$ cat src/sv/p2i_pkg.sv
// Package for the 2x2 pooling stream core: register indexes, mode codes,
// shared structs and the pair combine function. No dependencies.
`default_nettype none

package p2i_pkg;

    // configuration register indexes
    localparam logic [1:0] REG_POOL_MODE     = 2'd0;
    localparam logic [1:0] REG_IMAGE_WIDTH   = 2'd1;
    localparam logic [1:0] REG_IMAGE_HEIGHT  = 2'd2;
    localparam logic [1:0] REG_CHANNEL_COUNT = 2'd3;

    // pool modes; bit 1 set means average
    localparam logic [1:0] MODE_MAX = 2'd0;
    localparam logic [1:0] MODE_MIN = 2'd1;

    // clamped dimensions fit 14 bits for any supported maximum (up to 8192)
    localparam int DIM_W = 14;
    localparam int NCH_W = 3;

    typedef struct packed {
        logic [1:0]       mode;
        logic [DIM_W-1:0] width;
        logic [DIM_W-1:0] height;
        logic [NCH_W-1:0] nch;
    } cfg_t;

    // item waiting for its line store read
    typedef struct packed {
        logic       valid;
        logic       last;
        logic [8:0] pair;
    } s1_t;

    function automatic logic [9:0] combine(input logic [1:0] mode,
                                           input logic [8:0] a,
                                           input logic [8:0] b);
        logic [9:0] r;
        if (mode[1]) begin
            r = {1'b0, a} + {1'b0, b};
        end else if (mode == MODE_MIN) begin
            r = (a < b) ? {1'b0, a} : {1'b0, b};
        end else begin
            r = (a > b) ? {1'b0, a} : {1'b0, b};
        end
        return r;
    endfunction

endpackage

`default_nettype wire

$ cat src/sv/p2i_cfg.sv
// Configuration registers of the pooling core, with clamping of the
// dimensions to the supported range. Depends on p2i_pkg.
`default_nettype none

module p2i_cfg #(
    parameter int MAX_WIDTH    = 2048,
    parameter int MAX_HEIGHT   = 2048,
    parameter int MAX_CHANNELS = 4
) (
    input  wire logic          aclk,
    input  wire logic          aresetn,
    input  wire logic          cfg_valid,
    output logic               cfg_ready,
    input  wire logic [1:0]    cfg_index,
    input  wire logic [11:0]   cfg_data,
    output p2i_pkg::cfg_t      cfg
);

    localparam int DW = p2i_pkg::DIM_W;
    localparam int NW = p2i_pkg::NCH_W;

    logic [1:0]  mode_reg;
    logic [11:0] width_reg;
    logic [11:0] height_reg;
    logic [2:0]  nch_reg;

    assign cfg_ready = 1'b1;

    always_ff @(posedge aclk) begin
        if (!aresetn) begin
            mode_reg   <= p2i_pkg::MODE_MAX;
            width_reg  <= 12'd2048;
            height_reg <= 12'd2048;
            nch_reg    <= 3'd1;
        end else if (cfg_valid) begin
            unique case (cfg_index)
                p2i_pkg::REG_POOL_MODE:     mode_reg   <= cfg_data[1:0];
                p2i_pkg::REG_IMAGE_WIDTH:   width_reg  <= cfg_data;
                p2i_pkg::REG_IMAGE_HEIGHT:  height_reg <= cfg_data;
                p2i_pkg::REG_CHANNEL_COUNT: nch_reg    <= cfg_data[2:0];
                default: ;
            endcase
        end
    end

    always_comb begin
        cfg.mode = mode_reg;

        if (width_reg == 12'd0) begin
            cfg.width = DW'(1);
        end else if ({{(DW-12){1'b0}}, width_reg} > DW'(MAX_WIDTH)) begin
            cfg.width = DW'(MAX_WIDTH);
        end else begin
            cfg.width = {{(DW-12){1'b0}}, width_reg};
        end

        if (height_reg == 12'd0) begin
            cfg.height = DW'(1);
        end else if ({{(DW-12){1'b0}}, height_reg} > DW'(MAX_HEIGHT)) begin
            cfg.height = DW'(MAX_HEIGHT);
        end else begin
            cfg.height = {{(DW-12){1'b0}}, height_reg};
        end

        if (nch_reg == 3'd0) begin
            cfg.nch = NW'(1);
        end else if (nch_reg > NW'(MAX_CHANNELS)) begin
            cfg.nch = NW'(MAX_CHANNELS);
        end else begin
            cfg.nch = nch_reg;
        end
    end

endmodule

`default_nettype wire

$ cat config.mk
export PLATFORM = sky130hd
export DESIGN_NAME = p2i_cfg
export DESIGN_NICKNAME = d
export VERILOG_FILES = /design/src/sv/p2i_pkg.sv /design/src/sv/p2i_cfg.sv
export SDC_FILE = /design/constraint.sdc
export NUM_CORES = 1
export LEC_CHECK = 0
export BUFFER_PORTS_ARGS = -buffer_cell sky130_fd_sc_hd__buf_2
export CAP_MARGIN = 20
export CORE_MARGIN = 2
export CORE_UTILIZATION = 33
export CTS_CLUSTER_SIZE = 25
export DETAILED_ROUTE_END_ITERATION = 7
export PLACE_DENSITY = 0.69
export SLEW_MARGIN = 20
export SYNTH_ARGS = -nofsm -noshare
export SYNTH_HDL_FRONTEND = slang
export SYNTH_SLANG_ARGS = --single-unit
export TNS_END_PERCENT = 1
$ cat constraint.sdc
create_clock -name aclk -period 0.9 [get_ports aclk]
set_input_delay 0.135 -clock aclk [delete_from_list [all_inputs] [get_ports aclk]]
set_output_delay 0.135 -clock aclk [all_outputs]
set_load 0.01 [all_outputs]
* Word-level counts from Yosys, hierarchy flattened
Cells that the tools add are included.
Storage, ports and cells: bits of input ports 17, word-level logic and storage cells 24, flip-flop bits (word level) 29, output and inout bits 34
Operators by class: order comparisons 3, reductions and logical operators 8, eq/ne operators 3, muxes and demuxes 6
Operator list (number):
- 12-bit 2-to-1 mux | 4
- 12-bit greater-than comparator (second input constant) | 2
- 12-bit logical NOT | 2
- 2-bit AND reduction | 4
- 3-bit 2-to-1 mux | 2
- 2-bit == test (second input constant) | 2
- 3-bit greater-than comparator (second input constant) | 1
- 3-bit logical NOT | 1
- 2-bit by 1-bit == test with 1-bit output (second input constant) | 1
- 2-bit logical NOT | 1

* Logic depth before layout (Yosys ltp)
depth in word-level cells 3, gate-level depth with buffers 4

* Least setup slack after synthesis
Ideal clock, no wire load.
kind register -> output, start point reg width_reg[7], end point out cfg[17] in the netlist's numbering, required time 765 ps, slack -61 ps, buffers on the path 0, stages on the path, launching flop included 4, arrival time 826 ps, cells stage by stage dfxtp_1 nor4_1 a31oi_1 nor2_1
RTL lines:
- start: declaration | line p2i_cfg.sv:23 | logic [11:0] width_reg;
- start signal: assignment | line p2i_cfg.sv:38 | p2i_pkg::REG_IMAGE_WIDTH: width_reg <= cfg_data;
- end: declaration | line p2i_cfg.sv:16 | output p2i_pkg::cfg_t cfg

==> qor.csv <==
metric,value,unit
first-pass GRT wire length,5400,microns
CTS tree,yes,
Initial Util,34.8,%
Clock Tree Root,clkbuf_8,
launching point of the worst reg2reg path,height_reg[6],
routed len/inst,12.2,microns
syn_area_per_cell,8.35,sq um
Final Cycle Share,149,%
leakage,0.865,nW
Reg2Reg Depth,3,
register clock-pin slew on the reported worst setup and hold paths,60,ps
MaxCap Viol Count,0,
#FFs+latches synth,29,
ratio of cells with drive above 1 in the final layout,46.0,%
maximum net fanout on the critical path,2,
Die X,69.4,microns
RSZ-0062 raised after global routing,true,
crit path kind,flip-flop to output pin,
Max Fclk,0.745,GHz
Antenna Cells,0,
Comb pwr share,12.0,%
Post-synth EDFFs,0,
critical path arrival,1210,ps
Post-CTS Hold Buffers,0,
Final setup viols,26,
clk_skew,0,ps
Post-Route WL,3350,microns
prevailing post-synth register cell,dfxtp_1,
post-route cell area,0.00201,sq mm
synth cell count leaders,"49 x nand2_1, 29 x dfxtp_1, 25 x nor2b_1",
Final nets,242,
Cells after Synth,169,
antenna violations before repair,0,
setup repair bufs after CTS,0,
sequential fraction of the synthesis area,41.1,%
gr usage total,14.0,%
vias post-DR,1273,
core area,0.00406,sq mm
Synth-to-Final Area Change,42.6,%
setup TNS,-5330,ps
capture point of the worst reg-to-reg path,height_reg[6],
Worst Setup Start Kind,flip-flop,
top post-synthesis cells by area,"dfxtp_1 41%, nand2_1 13%, nor2b_1 11%, a21boi_2 8.8%, a21boi_1 3.7%",
"Req. time, crit path",760,ps
DR pass1 iterations,4,
"FFs w/ async S/R, synth",0,%
I/O pin cnt,51,
worst hold path endpoint,height_reg[5],
fin cells,276,
leading area contributor after synthesis,dfxtp_1,
Power Total,0.00314,W
DR iter-0 viols,59,
TritonCTS buffer count,5,
grt ovf,0,
vias in the first global route,1219,
status,"finished, violations left",
violated checks,negative setup slack,
Die H,69.4,microns
Vias/cell,4.61,
area share of the largest cell type after synthesis,41.1,%
Post-Syn Area,0.00141,sq mm
fin crit period,1340,ps
Synth cell types,20,
Sw Share,22.6,%
Placed Instances,268,
final worst setup slack,-443,ps
hold depth,3,
Psw,0.000710,W
Reg2Reg Setup Slack,140,ps
Flop pwr share,43.6,%
power share of the clock group,44.4,%
row cnt,23,
Ys Warns,0,
Int Pwr,0.00243,W
most frequent cell after synthesis,nand2_1,
Skew-Pair Late Insertion Delay,280,ps
Final Hold Viols,0,
pin count of the biggest net entering global routing,30,
clock sinks,29,
worst hold start,cfg_data[5],
peak supply drop,1.33,mV
Placed Area,0.00175,sq mm
post-route ant nets,0,
Final Max Slew Viols,0,
HP Class,input port to flip-flop,
Final Wtd Congestion,0.755,
Pwr Density,1560,mW/mm^2
H-tree levels,2,
Clock Tree Buf Depth,2,
drt drc,0,
die area,0.00482,sq mm
detailed placement HPWL,2420,microns
Port Buffers,45,
CP Capture Type,output pin,
==> logic make-up (layout without fill, tap and decap cells) <==
| logic type | Yosys count | count (layout) | synth area share, % |
|---|---|---|---|
| AO/OA/AOI/OAI | 25 | 25 | 15.9 |
| AND/OR/NAND/NOR | 90 | 90 | 31.2 |
| flip-flops | 29 | 29 | 41.1 |
| buffers and inverters | 18 | 72 | 7.71 |
| multiplexers | 5 | 5 | 3.55 |
| other | 2 | 5 | 0.532 |
==> worst max-delay path, stage by stage (launching register included) <==
cell     delay [ps]
dfxtp_2         330
nor4_4          260
a31oi_1         110
nor2_1           90
buf_2           130
==> power by group through the flow <==
stage | Sequential [W] | Clock (W) | Combinational [W]
after global routing | 0.00137 | 0.00150 | 0.000415
after detailed placement | 0.00139 | 0 | 0.000344
after global placement | 0.00138 | 0 | 0.000341
final | 0.00137 | 0.00140 | 0.000377
after floorplan | 0.00138 | 0 | 0.000217
after CTS | 0.00137 | 0.00143 | 0.000366
==> cells in the final DEF (no fill, tap or decap) <==
master	Yosys	layout
nor4_4	0	1
a21boi_2	11	11
clkbuf_8	0	6
clkbuf_1	8	1
a21boi_0	4	4
buf_4	7	9
a21boi_1	7	7
a31oi_1	2	2
nor4_1	4	1
mux2i_1	5	5
a21oi_2	0	1
nor2b_4	0	3
dfxtp_4	0	1
bufinv_16	0	1
conb_1	2	5
nor2b_1	25	22
buf_12	0	1
buf_2	0	39
nor4_2	0	2
nand2_1	49	49
buf_6	2	14
dfxtp_2	0	14
nor2_1	4	4
nor3b_2	1	1
nand3b_1	2	2
and3b_1	2	2
inv_1	1	1
nand3_1	3	3
dfxtp_1	29	14
==> final cells by class <==
| class | instances | area [sq um] |
|---|---|---|
| Fill cell | 391 | 2050 |
| Multi-Input combinational cell | 125 | 787 |
| Sequential cell | 29 | 602 |
| Timing Repair Buffer | 63 | 440 |
| Clock buffer | 7 | 86.3 |
| Tap cell | 50 | 62.6 |
| Clock inverter | 1 | 30.0 |
| Inverter | 1 | 3.75 |
==> layer usage <==
metal / GRT usage, % / vias up / routed length, microns
li1: - / 651 / -
met1: 17.5 / 575 / 1470
met2: 21.9 / 41 / 1610
met3: 6.54 / 6 / 238
met4: 3.27 / 0 / 33
met5: 0 / - / 0
==> timing repair <==
| item | in CTS | in global routing |
|---|---|---|
| hold endpoints to repair | 0 | 0 |
| pin swaps | 0 | 1 |
| cloned | 0 | 0 |
| gates resized for setup | 26 | 12 |
| setup endpoints to repair | 27 | 29 |
==> stage by stage <==
step | util [%] | setup slack (ps) | hold WS (ps)
after floorplan | - | -61.1 | 259
after global placement | 43.2 | -161 | 384
after detailed placement | 43.2 | -185 | 391
after CTS | 48.1 | -468 | 96.6
after global routing | 49.6 | -531 | 114
final | 49.6 | -443 | 92.6
==> how the worst max path moves through the flow <==
stage                   from      end  depth (start not counted)
2_1_floorplan   width_reg[7]  cfg[17]                          3
3_3_place_gp    width_reg[7]  cfg[17]                          4
3_5_place_dp    width_reg[7]  cfg[17]                          4
4_1_cts         width_reg[7]  cfg[17]                          4
5_1_grt        height_reg[2]   cfg[3]                          4
6_report        width_reg[7]  cfg[17]                          4
No activity file was read; power rests on OpenSTA's default activity.
