`config.mk`:
```
export PLATFORM = sky130hd
export DESIGN_NAME = p2i_front
export DESIGN_NICKNAME = d
export VERILOG_FILES = /design/src/sv/p2i_pkg.sv /design/src/sv/p2i_front.sv
export SDC_FILE = /design/constraint.sdc
export NUM_CORES = 1
export LEC_CHECK = 0
export ABC_CLOCK_PERIOD_IN_PS = 3100
export CORE_MARGIN = 10
export CORE_UTILIZATION = 30
export CTS_BUF_LIST = sky130_fd_sc_hd__clkbuf_16
export CTS_CLUSTER_SIZE = 40
export DETAILED_ROUTE_END_ITERATION = 6
export DONT_BUFFER_PORTS = 1
export PLACE_DENSITY = 0.45
export SYNTH_ARGS = -nofsm -noshare
export SYNTH_HDL_FRONTEND = slang
export SYNTH_SLANG_ARGS = --single-unit
```
`constraint.sdc`:
```
create_clock -name aclk -period 3.1 [get_ports aclk]
set_input_delay 0 -clock aclk [delete_from_list [all_inputs] [get_ports aclk]]
set_output_delay 0 -clock aclk [all_outputs]
set_load 0.005 [all_outputs]
```
`src/sv/p2i_pkg.sv`:
```
// Package for the 2x2 pooling stream core: register indexes, mode codes,
// shared structs and the pair combine function. No dependencies.
`default_nettype none

package p2i_pkg;

    // configuration register indexes
    localparam logic [1:0] REG_POOL_MODE     = 2'd0;
    localparam logic [1:0] REG_IMAGE_WIDTH   = 2'd1;
    localparam logic [1:0] REG_IMAGE_HEIGHT  = 2'd2;
    localparam logic [1:0] REG_CHANNEL_COUNT = 2'd3;

    // pool modes; bit 1 set means average
    localparam logic [1:0] MODE_MAX = 2'd0;
    localparam logic [1:0] MODE_MIN = 2'd1;

    // clamped dimensions fit 14 bits for any supported maximum (up to 8192)
    localparam int DIM_W = 14;
    localparam int NCH_W = 3;

    typedef struct packed {
        logic [1:0]       mode;
        logic [DIM_W-1:0] width;
        logic [DIM_W-1:0] height;
        logic [NCH_W-1:0] nch;
    } cfg_t;

    // item waiting for its line store read
    typedef struct packed {
        logic       valid;
        logic       last;
        logic [8:0] pair;
    } s1_t;

    function automatic logic [9:0] combine(input logic [1:0] mode,
                                           input logic [8:0] a,
                                           input logic [8:0] b);
        logic [9:0] r;
        if (mode[1]) begin
            r = {1'b0, a} + {1'b0, b};
        end else if (mode == MODE_MIN) begin
            r = (a < b) ? {1'b0, a} : {1'b0, b};
        end else begin
            r = (a > b) ? {1'b0, a} : {1'b0, b};
        end
        return r;
    endfunction

endpackage

`default_nettype wire

```
`src/sv/p2i_front.sv`:
```
// Input side of the pooling core: raster counters, left-sample hold,
// horizontal pair combine and line store access. Depends on p2i_pkg.
`default_nettype none

module p2i_front #(
    parameter int MAX_WIDTH    = 2048,
    parameter int MAX_HEIGHT   = 2048,
    parameter int MAX_CHANNELS = 4
) (
    input  wire logic            aclk,
    input  wire logic            aresetn,
    input  wire p2i_pkg::cfg_t   cfg,
    input  wire logic            s_valid,
    input  wire logic            s_ready,
    input  wire logic [7:0]      s_sample,
    input  wire logic            s_start_of_frame,
    output logic                 mem_we,
    output logic                 mem_re,
    output logic [((MAX_WIDTH > 2) ? $clog2(MAX_WIDTH) - 1 : 1)
                  + ((MAX_CHANNELS > 1) ? $clog2(MAX_CHANNELS) : 1) - 1:0] mem_addr,
    output logic [8:0]           mem_wdata,
    output p2i_pkg::s1_t         s1
);

    localparam int DW     = p2i_pkg::DIM_W;
    localparam int NW     = p2i_pkg::NCH_W;
    localparam int COL_W  = $clog2(MAX_WIDTH);
    localparam int ROW_W  = $clog2(MAX_HEIGHT);
    localparam int CH_W   = (MAX_CHANNELS > 1) ? $clog2(MAX_CHANNELS) : 1;
    localparam int PAIR_W = (MAX_WIDTH > 2) ? $clog2(MAX_WIDTH) - 1 : 1;

    logic [COL_W-1:0] col_reg, col_next, col_cur;
    logic [ROW_W-1:0] row_reg, row_next, row_cur;
    logic [CH_W-1:0]  ch_reg, ch_next, ch_cur;
    logic [7:0]       left_hold_reg [2**CH_W];

    logic             accept;
    logic [NW-1:0]    ch_inc;
    logic [DW-1:0]    col_inc;
    logic [DW-1:0]    row_inc;
    logic [PAIR_W-1:0] pair_idx;
    logic [9:0]       pair_full;
    logic [8:0]       pair;
    logic             last;

    logic             s1_valid_reg;
    logic             s1_last_reg;
    logic [8:0]       s1_pair_reg;

    assign accept = s_valid & s_ready;

    // frame start clears the counters before this item uses them
    assign col_cur = s_start_of_frame ? '0 : col_reg;
    assign row_cur = s_start_of_frame ? '0 : row_reg;
    assign ch_cur  = s_start_of_frame ? '0 : ch_reg;

    assign ch_inc  = NW'(ch_cur) + NW'(1);
    assign col_inc = DW'(col_cur) + DW'(1);
    assign row_inc = DW'(row_cur) + DW'(1);

    always_comb begin
        ch_next  = ch_cur + CH_W'(1);
        col_next = col_cur;
        row_next = row_cur;
        if (ch_inc >= cfg.nch) begin
            ch_next = '0;
            if (col_inc >= cfg.width) begin
                col_next = '0;
                row_next = (row_inc >= cfg.height) ? '0 : row_inc[ROW_W-1:0];
            end else begin
                col_next = col_inc[COL_W-1:0];
            end
        end
    end

    assign pair_full = p2i_pkg::combine(cfg.mode, {1'b0, left_hold_reg[ch_cur]},
                                        {1'b0, s_sample});
    assign pair      = pair_full[8:0];

    assign last = (col_inc == {cfg.width[DW-1:1], 1'b0})
               && (row_inc == {cfg.height[DW-1:1], 1'b0})
               && (ch_inc == cfg.nch);

    assign pair_idx  = PAIR_W'(col_cur >> 1);
    assign mem_addr  = {pair_idx, ch_cur};
    assign mem_wdata = pair;
    assign mem_we    = accept & col_cur[0] & ~row_cur[0];
    assign mem_re    = accept & col_cur[0] & row_cur[0];

    always_ff @(posedge aclk) begin
        if (!aresetn) begin
            col_reg      <= '0;
            row_reg      <= '0;
            ch_reg       <= '0;
            s1_valid_reg <= 1'b0;
        end else begin
            if (accept) begin
                col_reg <= col_next;
                row_reg <= row_next;
                ch_reg  <= ch_next;
            end
            // s_ready high means stage 1 is empty or moving on this edge
            if (s_ready) begin
                s1_valid_reg <= mem_re;
            end
        end
    end

    always_ff @(posedge aclk) begin
        if (accept && !col_cur[0]) begin
            left_hold_reg[ch_cur] <= s_sample;
        end
        if (mem_re) begin
            s1_pair_reg <= pair;
            s1_last_reg <= last;
        end
    end

    assign s1 = '{valid: s1_valid_reg, last: s1_last_reg, pair: s1_pair_reg};

endmodule

`default_nettype wire

```
Yosys cells after proc, flatten, opt, wreduce, memory -nomap -nowiden
Memories as Yosys holds them, arrays and structs flattened.
Cells that the tools add are included.
{"block": "classes", "eq_ne": 4, "order_cmp": 5, "n_addsub": 5, "n_reduce_logical": 4, "n_bitwise": 5, "n_mux": 15}
{"operator": "2-to-1 mux 11 bit", "count": 7}
{"operator": "== test 12 x 14 -> 1 bit", "count": 2}
{"operator": "greater-or-equal comparator 12 x 14 -> 1 bit", "count": 2}
{"operator": "adder 11 x 1 -> 12 bit (second input constant)", "count": 2}
{"operator": "2-to-1 mux 8 bit", "count": 3}
{"operator": "adder 8 x 8 -> 9 bit", "count": 1}
{"operator": "2-to-1 mux 9 bit", "count": 1}
{"operator": "> comparator 8 bit", "count": 1}
{"operator": "< comparator 8 bit", "count": 1}
{"operator": "AND 1 bit", "count": 4}
{"operator": "2-to-1 mux 2 bit", "count": 2}
{"operator": "adder 2 x 1 -> 3 bit (second input constant)", "count": 1}
{"operator": "== test 3 bit", "count": 1}
{"operator": "greater-or-equal comparator 3 bit", "count": 1}
{"operator": "logical AND 1 bit", "count": 3}
{"operator": "adder 2 x 1 -> 2 bit (second input constant)", "count": 1}
{"operator": "== test 2 x 1 -> 1 bit (second input constant)", "count": 1}
{"operator": "2-to-1 mux 1 bit", "count": 2}
{"operator": "logical NOT 1 bit", "count": 1}
{"operator": "NOT 1 bit", "count": 1}
{"block": "word_totals", "in_bits": 46, "mem_bits_rw": 32, "register_bits": 35, "mem_count": 1, "elab_cells": 45, "out_inout_bits": 34}
{"memory": "left_hold_reg", "depth": 4, "width": 8, "rd": 1, "rd_clocked_by_memory_dff": 0, "write_ports": 1, "line_no": "p2i_front.sv:35", "source": "logic [7:0] left_hold_reg [2**CH_W];"}

Depth between registers and ports, before layout
Gate-level depths: netlist (run 1).
{"block": "logic_depth", "ltp_word": 6, "mapped_depth": 19, "depth_no_buf": 15}

Worst setup path after synthesis (run 1)
OpenSTA, ideal clock, no wires.
{"block": "synth_path", "kind": "register to register", "from": "register ch_reg[0]", "to": "register s1_pair_reg[0], data pin", "setup_time_ns": 0.279, "required_time_ns": 2.821, "stages_incl_launch_ff": 13, "slack_ns": -0.132, "synth_period_minus_slack_ns": 3.232, "arrival_time_ns": 2.953, "path_buffers": 1, "cell_sequence": "dfxtp_1 > nor2b_1 > buf_2 > nand2_1 > a31oi_1 > ha_1 > nor2b_1 > o211ai_1 > a21oi_1 > a211oi_2 > mux2i_4 > mux2i_1 > mux2i_1"}
{"element": "start, declared", "line_no": "p2i_front.sv:34", "source": "logic [CH_W-1:0] ch_reg, ch_next, ch_cur;"}
{"element": "start signal, assigned", "line_no": "p2i_front.sv:100", "source": "ch_reg <= ch_next;"}
{"element": "end signal, assigned", "line_no": "p2i_front.sv:114", "source": "s1_pair_reg <= pair;"}
{"element": "end, declared", "line_no": "p2i_front.sv:48", "source": "logic [8:0] s1_pair_reg;"}

Worst setup path after layout (run 1)
{"block": "layout_path", "from": "register ch_reg[0]", "to": "output mem_wdata[7]"}
{"block": "layout_between", "elab_chain_cells": 6, "word_cells_on_any_way": 9, "classes_between": "add/sub (1); order compare (2); mux (5); memory (1)"}
{"element": "2-to-1 mux 2 bit (*)", "line_no": "p2i_front.sv:55", "source": "assign ch_cur = s_start_of_frame ? '0 : ch_reg;"}
{"element": "memory (4 x 8 bit) (*)"}
{"element": "> comparator 8 bit or < comparator 8 bit (tied branches)", "line_no": "p2i_pkg.sv:44, p2i_pkg.sv:42"}
{"element": "2-to-1 mux 8 bit, on equally long branches", "line_no": "p2i_pkg.sv:44, p2i_pkg.sv:42"}
{"element": "2-to-1 mux 8 bit", "line_no": "p2i_pkg.sv:41", "source": "end else if (mode == MODE_MIN) begin"}
{"element": "2-to-1 mux 9 bit (*)", "line_no": "p2i_pkg.sv:39", "source": "if (mode[1]) begin"}
{"element": "end, declared", "line_no": "p2i_front.sv:21", "source": "output logic [8:0] mem_wdata,"}
Every way passes the cells marked *; elsewhere a longest branch is shown, timed or not.

==> impl_metrics.json, run 1 <==
{
  "synth_warnings": 0,
  "setup_ws_ns": -0.04461,
  "cts_sinks": 67,
  "final_area_sq_um": 5952,
  "cts_made_buffers": 9,
  "pre_cts_ws_ns": -0.2023,
  "grt_setup_unrepaired": "yes",
  "synth_cells": 454,
  "drcViolationCount": 0,
  "finalHoldViolations": 0,
  "vdd_ir_drop_max_uv": 241.1,
  "endpoint_kind": "primary output",
  "finalPower_mw": 2.298,
  "place_area_sq_um": 5027,
  "clock-root-buffer": "clkbuf_16",
  "fin_crit_ns": 3.145,
  "crit_type": "reg2out",
  "syn_area_per_cell_sq_um": 9.872,
  "dp.final_hpwl_microns": 9358,
  "fill_cells": 1451,
  "num_rows": 44,
  "cp_slowest_cell": "dfxtp_2",
  "synth_area_leaders": "edfxtp_1, ha_1, dfxtp_1",
  "synth_edf_count": 42,
  "path_cells": "nor2b_4 -> buf_8 -> nand2_4 -> a31oi_4 -> ha_4 -> nor2b_4 -> o211ai_1 -> a21oi_2 -> a211oi_4 -> mux2i_4 -> buf_12 -> mux2i_4 -> mux2i_1 -> buf_4",
  "relSlewSlack": 0.5727,
  "p_leak_nw": 2.531,
  "routed_wl_microns": 13130,
  "core_sq_um": 14590,
  "cts_tree": "built",
  "diodes": 0,
  "crit_family": "compound AO/OA/AOI/OAI gates",
  "syn_nets": 552,
  "area_growth_pct": 32.80,
  "status": "finished with violations",
  "worst_slew_pin_slew_ns": 0.6410,
  "max_freq_mhz": 318.0,
  "setup_viol": 8,
  "cap_violations": 0,
  "port_buffers": 0,
  "grt_pass1_vias": 3643,
  "overflow": 0,
  "crit_path_start_kind": "flip-flop",
  "vias_per_cell": 5.039,
  "dr_total_vias": 3608,
  "ys.flop_type": "edfxtp_1",
  "period_share": 1.014,
  "wl_per_cell_microns": 18.34,
  "skew_ns": 0.006573,
  "violations": "setup timing",
  "async_flop_share": 0,
  "die_area_sq_um": 20230,
  "arrival_ns": 3.14,
  "cp_num_buf_inv": 3,
  "synth-seq-cells": 67,
  "die_height_microns": 142.2,
  "synth_area_sq_um": 4482,
  "min_path_type": "in2reg",
  "synth.distinct_cells": 59,
  "crit_path_max_fanout": 8,
  "htreeDepth": 3,
  "grt_pass1_wl_microns": 19890,
  "drive_above_1_share": 0.2650,
  "clk_pin_slew_ns": 0.05,
  "grt_max_degree": 24,
  "crit_required_ns": 3.10,
  "ant_nets": 0,
  "critPathMaxStageDelay_ns": 0.35,
  "largest_reg_flops": 32,
  "clk_latency_ns": 0.34,
  "p_per_area_nw_per_um2": 386.1,
  "start_util": 0.3072,
  "grt_util_all_layers": 0.1266,
  "synth_top_area_frac": 0.2814,
  "gp_congestion": 0.8062,
  "die_w_microns": 142.2,
  "seq_area_frac_synth": 0.3931,
  "drt_pass1_iterations": 4,
  "clock_path_buffers": 2,
  "nets": 625,
  "dr.first_iter.drc_count": 207,
  "synth_top_cell_by_area": "edfxtp_1",
  "antenna_found_initial": 0,
  "drv_slew": 0,
  "pin_count": 80
}
[logic make-up (layout without fill, tap and decap cells)]
family	Yosys count	count (layout)	synth area share
simple gates	143	143	0.1762
compound gates	97	98	0.1519
flops	67	67	0.3931
buf+inv	60	137	0.05583
fa+ha+maj	52	52	0.1468
xor+xnor	23	23	0.04662
mux	12	12	0.02959
[Yosys cell counts, types with 11 or more instances]
library cell,count
a21oi_1,22
and3_1,11
dfxtp_1,25
edfxtp_1,42
ha_1,51
inv_1,42
mux2i_1,11
nand2_1,35
nor2_1,20
nor2b_1,27
xor2_1,18
[area by class of cell]
| cell class | count | area [sq um] | share of cell area |
|---|---|---|---|
| clock buffers | 9 | 225.2 | 0.03784 |
| multi-input cells | 328 | 2825 | 0.4747 |
| inverters | 43 | 163.9 | 0.02754 |
| clock inverters | 7 | 37.54 | 0.006306 |
| flip-flops and latches | 67 | 1765 | 0.2966 |
| well taps | 184 | 230.2 | 0.03868 |
| repair buffers | 78 | 704.4 | 0.1184 |
[repair_timing]
action                                  CTS  global route
buffers inserted                          3            13
endpoints found under the setup margin   39            32
endpoints found under the hold margin    56             7
pin swaps                                 5            23
hold buffers                             12             1
resized for setup                        29            44
gates cloned                              2             1
[per-layer routing]
layer	part of all wire	track usage
met1	0.40	0.1392
met2	0.52	0.2193
met3	0.065	0.04406
met4	0.015	0.04788
met5	0	0
[layout by cell type (no fill, tap or decap), types with 3 or more instances in the layout]
master and count:
dfxtp_2 3, a21oi_2 8, edfxtp_1 42, clkbuf_16 10, buf_12 4, a31oi_4 4
o21ai_0 9, a22o_1 10, buf_6 3, nor2b_1 22, a21o_1 4, o211ai_1 3
a211oi_2 6, a21oi_1 15, ha_1 47, xnor2_1 4, nand2_1 34, nand4_1 5
a31oi_2 4, nor3_1 3, nand2b_1 6, a32o_1 7, and2_1 5, dlygate4sd3_1 12
xor2_1 18, dfxtp_1 22, buf_4 55, o21bai_1 3, nor2_1 18, and3_1 9
o21ai_1 8, nor2b_4 4, inv_1 44, mux2i_1 10, nand3_1 9, a211oi_4 3
[stage by stage]
step                instances  hold slack (ns)  setup TNS [ns]    util
detailed placement        668          0.05999          -2.722  0.3446
global placement          668          0.05939          -1.283  0.3446
finish                    716         0.008869         -0.1866  0.4080
floorplan                 454          0.04329               0       -
global route              716         0.004431          -2.789  0.4080
CTS                       701          -0.1082         -0.2484  0.3829
[worst paths after layout]
path	slack [ns]	cells past startpoint	to	start
min	0.009	2	s1_pair_reg[1]	cfg[32]
max	-0.04	14	mem_wdata[7]	ch_reg[0]
max reg2reg	-0.03	17	row_reg[2]	col_reg[0]
min reg2reg	0.46	1	col_reg[8]	col_reg[8]
[report_power, final]
part	internal, mW	switching (mW)
sequential	0.962	0.00427
clock	0.530	0.392
combinational	0.204	0.206
Note: power is estimated with default switching activity, not from simulation.
==> run 2, diff against run 1 <==
--- a/config.mk
+++ b/config.mk
@@ -13,6 +13,7 @@
 export DETAILED_ROUTE_END_ITERATION = 6
 export DONT_BUFFER_PORTS = 1
 export PLACE_DENSITY = 0.45
+export RECOVER_POWER = 100
 export SYNTH_ARGS = -nofsm -noshare
 export SYNTH_HDL_FRONTEND = slang
 export SYNTH_SLANG_ARGS = --single-unit
==> run 2 against run 1 <==
The flow still finishes with violations (setup timing). Register-to-register slack hardly changed. Flip-flop and latch count stayed put. Maximum frequency hardly changed. Combinational power hardly changed. Global-route usage stayed put. Wire length hardly changed. Critical endpoint unchanged. Largest cell class unchanged. Largest power group unchanged.
==> impl_metrics.json, run 2 (synthesized netlist as in run 1, its figures left out) <==
{
  "critPathMaxStageDelay_ns": 0.35,
  "cap_violations": 0,
  "fin_crit_ns": 3.144,
  "worst_slew_pin_slew_ns": 0.6410,
  "finalPower_mw": 2.298,
  "path_cells": "nor2b_4 -> buf_8 -> nand2_4 -> a31oi_4 -> ha_4 -> nor2b_4 -> o211ai_1 -> a21oi_2 -> a211oi_4 -> mux2i_4 -> buf_12 -> mux2i_4 -> mux2i_1 -> buf_4",
  "dp.final_hpwl_microns": 9358,
  "clock_path_buffers": 2,
  "drv_slew": 0,
  "clk_pin_slew_ns": 0.05,
  "largest_reg_flops": 32,
  "port_buffers": 0,
  "cts_made_buffers": 9,
  "start_util": 0.3072,
  "cts_sinks": 67,
  "ant_nets": 0,
  "clk_latency_ns": 0.34,
  "arrival_ns": 3.14,
  "skew_ns": 0.006573,
  "area_growth_pct": 32.72,
  "p_leak_nw": 2.527,
  "fill_cells": 1451,
  "multiInputGateArea_sq_um": 2825,
  "layout_common_cells": "buf_4, ha_1, inv_1",
  "grt_pass1_vias": 3643,
  "final_area_sq_um": 5948,
  "antenna_found_initial": 0,
  "crit_type": "reg2out",
  "crit_path_max_fanout": 8,
  "status": "finished with violations",
  "vias_per_cell": 5.038,
  "htreeDepth": 3,
  "drcViolationCount": 0,
  "cts_tree": "built",
  "diodes": 0,
  "cp_slowest_cell": "dfxtp_2",
  "crit_path_start_kind": "flip-flop",
  "nets": 625,
  "violations": "setup timing",
  "dr.first_iter.drc_count": 207,
  "die_w_microns": 142.2,
  "clock-root-buffer": "clkbuf_16",
  "finalHoldViolations": 0,
  "routed_wl_microns": 13140,
  "die_height_microns": 142.2,
  "regArea_sq_um": 1765,
  "p_per_area_nw_per_um2": 386.3,
  "endpoint_kind": "primary output",
  "final.setup.tns_ns": -0.1859,
  "crit_required_ns": 3.10,
  "grt_util_all_layers": 0.1266,
  "setup_ws_ns": -0.04440,
  "drt_pass1_iterations": 4,
  "dr_total_vias": 3607,
  "pin_count": 80,
  "final_common_cell": "buf_4",
  "wl_per_cell_microns": 18.35,
  "core_sq_um": 14590,
  "period_share": 1.014,
  "place_area_sq_um": 5027,
  "max_freq_mhz": 318.0,
  "gp_congestion": 0.8062,
  "grt_max_degree": 24,
  "drive_above_1_share": 0.2632,
  "min_path_type": "in2reg",
  "vdd_ir_drop_max_uv": 241.1,
  "grt_setup_unrepaired": "yes",
  "num_rows": 44,
  "grt_pass1_wl_microns": 19890,
  "die_area_sq_um": 20230,
  "setup_viol": 8,
  "relSlewSlack": 0.5727,
  "overflow": 0
}
-- run 2: repair_timing --
item | 4_1_cts | 5_1_grt
endpoints found under the hold margin | 56 | 7
setup endpoints to repair | 39 | 32
hold buffers | 12 | 1
gates cloned | 2 | 1
pin swaps | 5 | 23
buffers inserted | 3 | 13
resized for setup | 29 | 44
-- run 2: layout make-up --
| type | count | share of cell area |
|---|---|---|
| well taps | 184 | 0.03870 |
| clock inverters | 7 | 0.006310 |
| repair buffers | 78 | 0.1178 |
| clock buffers | 9 | 0.03786 |
| flip-flops and latches | 67 | 0.2968 |
| inverters | 43 | 0.02756 |
| multi-input cells | 328 | 0.4750 |
-- run 2: per-stage QoR --
step | util | std cells | setup slack [ns] | hold slack (ns)
after floorplan | - | 454 | 0.008023 | 0.04329
after global placement | 0.3446 | 668 | -0.1423 | 0.05939
final | 0.4077 | 716 | -0.04440 | 0.008869
after detailed placement | 0.3446 | 668 | -0.2023 | 0.05999
after global routing | 0.4077 | 716 | -0.1729 | 0.004431
after CTS | 0.3829 | 701 | -0.09162 | -0.1082
-- run 2: critical path, delay by kind of cell (launching register included) --
kind / cells / cell delay (ns)
muxes: 3 / 0.62
buffers and inverters: 3 / 0.48
and+or+nand+nor: 3 / 0.39
adders and majority gates: 1 / 0.23
DFF: 1 / 0.35
AOI/OAI and AO/OA: 4 / 0.73
-- run 2: path summary, 6_finish.rpt --
| check | from | end | slack [ns] | cells after the start |
|---|---|---|---|---|
| worst max register to register | col_reg[0] | row_reg[2] | -0.03 | 17 |
| worst max-delay path | ch_reg[0] | mem_wdata[7] | -0.04 | 14 |
| worst min-delay path | cfg[32] | s1_pair_reg[1] | 0.009 | 2 |
| worst min register to register | col_reg[8] | col_reg[8] | 0.46 | 1 |
-- run 2: per-layer routing --
layer	vias up	part of all wire	GRT usage
met2	66	0.52	0.2193
met5	-	0	0
met1	1744	0.40	0.1392
li1	1781	-	-
met4	0	0.015	0.04788
met3	16	0.065	0.04406
-- run 2: where the power goes --
part / leakage (nW) / switching, mW / total (mW) / internal, mW
Combinational: 1.81 / 0.206 / 0.410 / 0.204
Clock: 0.135 / 0.392 / 0.922 / 0.530
Sequential: 0.582 / 0.00427 / 0.966 / 0.962
==> run 3, diff against run 2 <==
--- a/config.mk
+++ b/config.mk
@@ -5,6 +5,7 @@
 export SDC_FILE = /design/constraint.sdc
 export NUM_CORES = 1
 export LEC_CHECK = 0
+export ABC_AREA = 1
 export ABC_CLOCK_PERIOD_IN_PS = 3100
 export CORE_MARGIN = 10
 export CORE_UTILIZATION = 30
==> run 3 against run 2 <==
Critical endpoint is now mem_wdata[2]. Synthesized cell count grew 63%. Die area grew 14%. Final area grew 5.5%. Combinational power grew 32%. Hold slack gained 0.0059 ns. First-iteration DRC count grew 43%. Power grew 14%. Global-route usage grew 0.32 points. Largest power group is now the clock network. The run now ends clean. Critical path type unchanged.
==> impl_metrics.json, run 3 <==
{
  "synth_top_cell_by_area": "edfxtp_1",
  "muxShareOfSynthArea": 0,
  "synth-seq-cells": 67,
  "layout_common_cells": "nand2_1, inv_1, nor2_1",
  "clk_pin_slew_ns": 0.06,
  "grt_setup_unrepaired": "yes",
  "clock-root-buffer": "clkbuf_16",
  "htreeDepth": 3,
  "drv_slew": 0,
  "crit_path_max_fanout": 12,
  "clock_path_buffers": 2,
  "synth_cells": 741,
  "synth_compound_area_frac": 0.08515,
  "synth_area_sq_um": 5216,
  "status": "completed",
  "nets": 885,
  "worst_slew_pin_slew_ns": 0.7844,
  "die_height_microns": 151.9,
  "routed_wl_microns": 15480,
  "wl_per_cell_microns": 15.22,
  "crit_type": "reg2out",
  "arrival_ns": 2.92,
  "cts_made_buffers": 9,
  "grt_util_all_layers": 0.1298,
  "synth_fa_ha_area_frac": 0.1262,
  "synthSimpleGateAreaFrac": 0.3044,
  "finalHoldViolations": 0,
  "drt_pass1_iterations": 5,
  "largest_reg_flops": 32,
  "synth-xor-area-share": 0.02519,
  "grt_pass1_wl_microns": 24720,
  "syn_area_per_cell_sq_um": 7.039,
  "cts_tree": "built",
  "ys.flop_type": "edfxtp_1",
  "fin_crit_ns": 2.919,
  "port_buffers": 0,
  "holdPathStages": 5,
  "dr.first_iter.drc_count": 297,
  "synth_warnings": 0,
  "synth_top_family_by_area": "simple AND/OR/NAND/NOR gates",
  "relSlewSlack": 0.4751,
  "synth_common_cells": "nand2_1, inv_1, nor2_1, nand3_1, ha_1",
  "overflow": 0,
  "drcViolationCount": 0,
  "core_sq_um": 17180,
  "skew_ns": 0.009700,
  "vdd_ir_drop_max_uv": 270.1,
  "max_freq_mhz": 342.6,
  "period_share": 0.9417,
  "grt_max_degree": 36,
  "synth.distinct_cells": 39,
  "dr_total_vias": 4803,
  "synth_area_leaders": "edfxtp_1, nand2_1, ha_1",
  "gp_congestion": 0.8959,
  "drive_above_1_share": 0.1288,
  "final.setup.tns_ns": 0,
  "crit_required_ns": 3.10,
  "p_leak_nw": 3.011,
  "p_per_area_nw_per_um2": 416.9,
  "cap_violations": 0,
  "diodes": 0,
  "post-synth-top-count-cell": "nand2_1",
  "area_growth_pct": 20.34,
  "seq_area_frac_synth": 0.3377,
  "ant_nets": 0,
  "start_util": 0.3037,
  "synth_edf_count": 42,
  "die_area_sq_um": 23060,
  "setup_viol": 0,
  "die_w_microns": 151.9,
  "num_rows": 48,
  "antenna_found_initial": 0,
  "clk_latency_ns": 0.34,
  "async_flop_share": 0,
  "crit_path_start_kind": "flip-flop",
  "pin_count": 80,
  "hold_slack_ns": 0.01479,
  "min_path_type": "in2reg",
  "r2r_cells": 18,
  "dp.final_hpwl_microns": 11600,
  "endpoint_kind": "primary output",
  "final_common_cell": "nand2_1",
  "syn_nets": 839,
  "vias_per_cell": 4.723,
  "grt_pass1_vias": 4720,
  "synth_top_area_frac": 0.2418,
  "cts_sinks": 67
}
[run 3: through the flow]
step / instances / setup WS [ns] / power [mW] / utilization / cell area [sq um]
after floorplan: 741 / 0.3778 / 1.330 / - / 5216
after global placement: 981 / 0.1731 / 1.486 / 0.3282 / 5637
after detailed placement: 981 / 0.1654 / 1.489 / 0.3282 / 5637
after CTS: 1011 / 0.01037 / 2.630 / 0.3555 / 6106
after global routing: 1017 / -0.07451 / 2.758 / 0.3655 / 6277
final: 1017 / 0.1808 / 2.617 / 0.3655 / 6277
[run 3: worst paths after layout]
check                                      start      endpoint  slack [ns]
worst max-delay path                   ch_reg[1]  mem_wdata[2]        0.18
worst min-delay path            s_start_of_frame    row_reg[5]        0.01
worst max register to register        col_reg[0]    row_reg[9]        0.24
worst min register to register       row_reg[10]   row_reg[10]        0.47
[run 3: metal layers]
metal | up-vias | routed length [microns] | global-route usage
met2 | 139 | 7445 | 0.2170
met3 | 20 | 1023 | 0.03754
met4 | 0 | 298 | 0.04493
li1 | 2458 | - | -
met5 | - | 0 | 0
met1 | 2186 | 6708 | 0.1554
[run 3: critical path: stages (launching register included)]
cell and delay [ns]:
dfxtp_1 0.37, nand2_4 0.12, inv_4 0.17, nand3_1 0.09
nand2_1 0.13, inv_2 0.07, ha_1 0.31, inv_1 0.10
nor3_2 0.21, nand2_1 0.12, nand2_4 0.11, buf_4 0.13
nand3_1 0.08, nand3_1 0.10, nand2_1 0.05, nand2_1 0.05
o21ai_1 0.08, buf_4 0.14, buf_4 0.13
[run 3: area by class of cell]
cell class	count	area, sq um
fill	1853	10900
inverter	135	521.8
clock buffer	9	225.2
clock inverter	7	83.83
multi-input combinational	520	2954
tap	225	281.5
sequential	67	1764
timing repair buffer	53	439.2
timing repair inverter	1	7.507
[run 3: cell families after synthesis]
kind of cell / after synthesis
AO/OA/AOI/OAI: 81
adder cells (fa/ha/maj): 52
flip-flops: 67
AND/OR/NAND/NOR: 372
buffers and inverters: 154
XOR/XNOR: 15
[run 3: repair_timing]
action | 4_1_cts | 5_1_grt
hold buffers | 14 | 0
pin swaps | 0 | 11
resized for setup | 3 | 37
cloned | 0 | 1
hold endpoints to repair | 53 | 0
buffers inserted | 0 | 5
setup endpoints to repair | 5 | 23
[run 3: where the power goes]
| group | switching [mW] | leakage (nW) | internal, mW |
|---|---|---|---|
| Sequential | 0.00914 | 0.587 | 0.972 |
| Clock | 0.399 | 0.152 | 0.694 |
| Combinational | 0.329 | 2.27 | 0.214 |
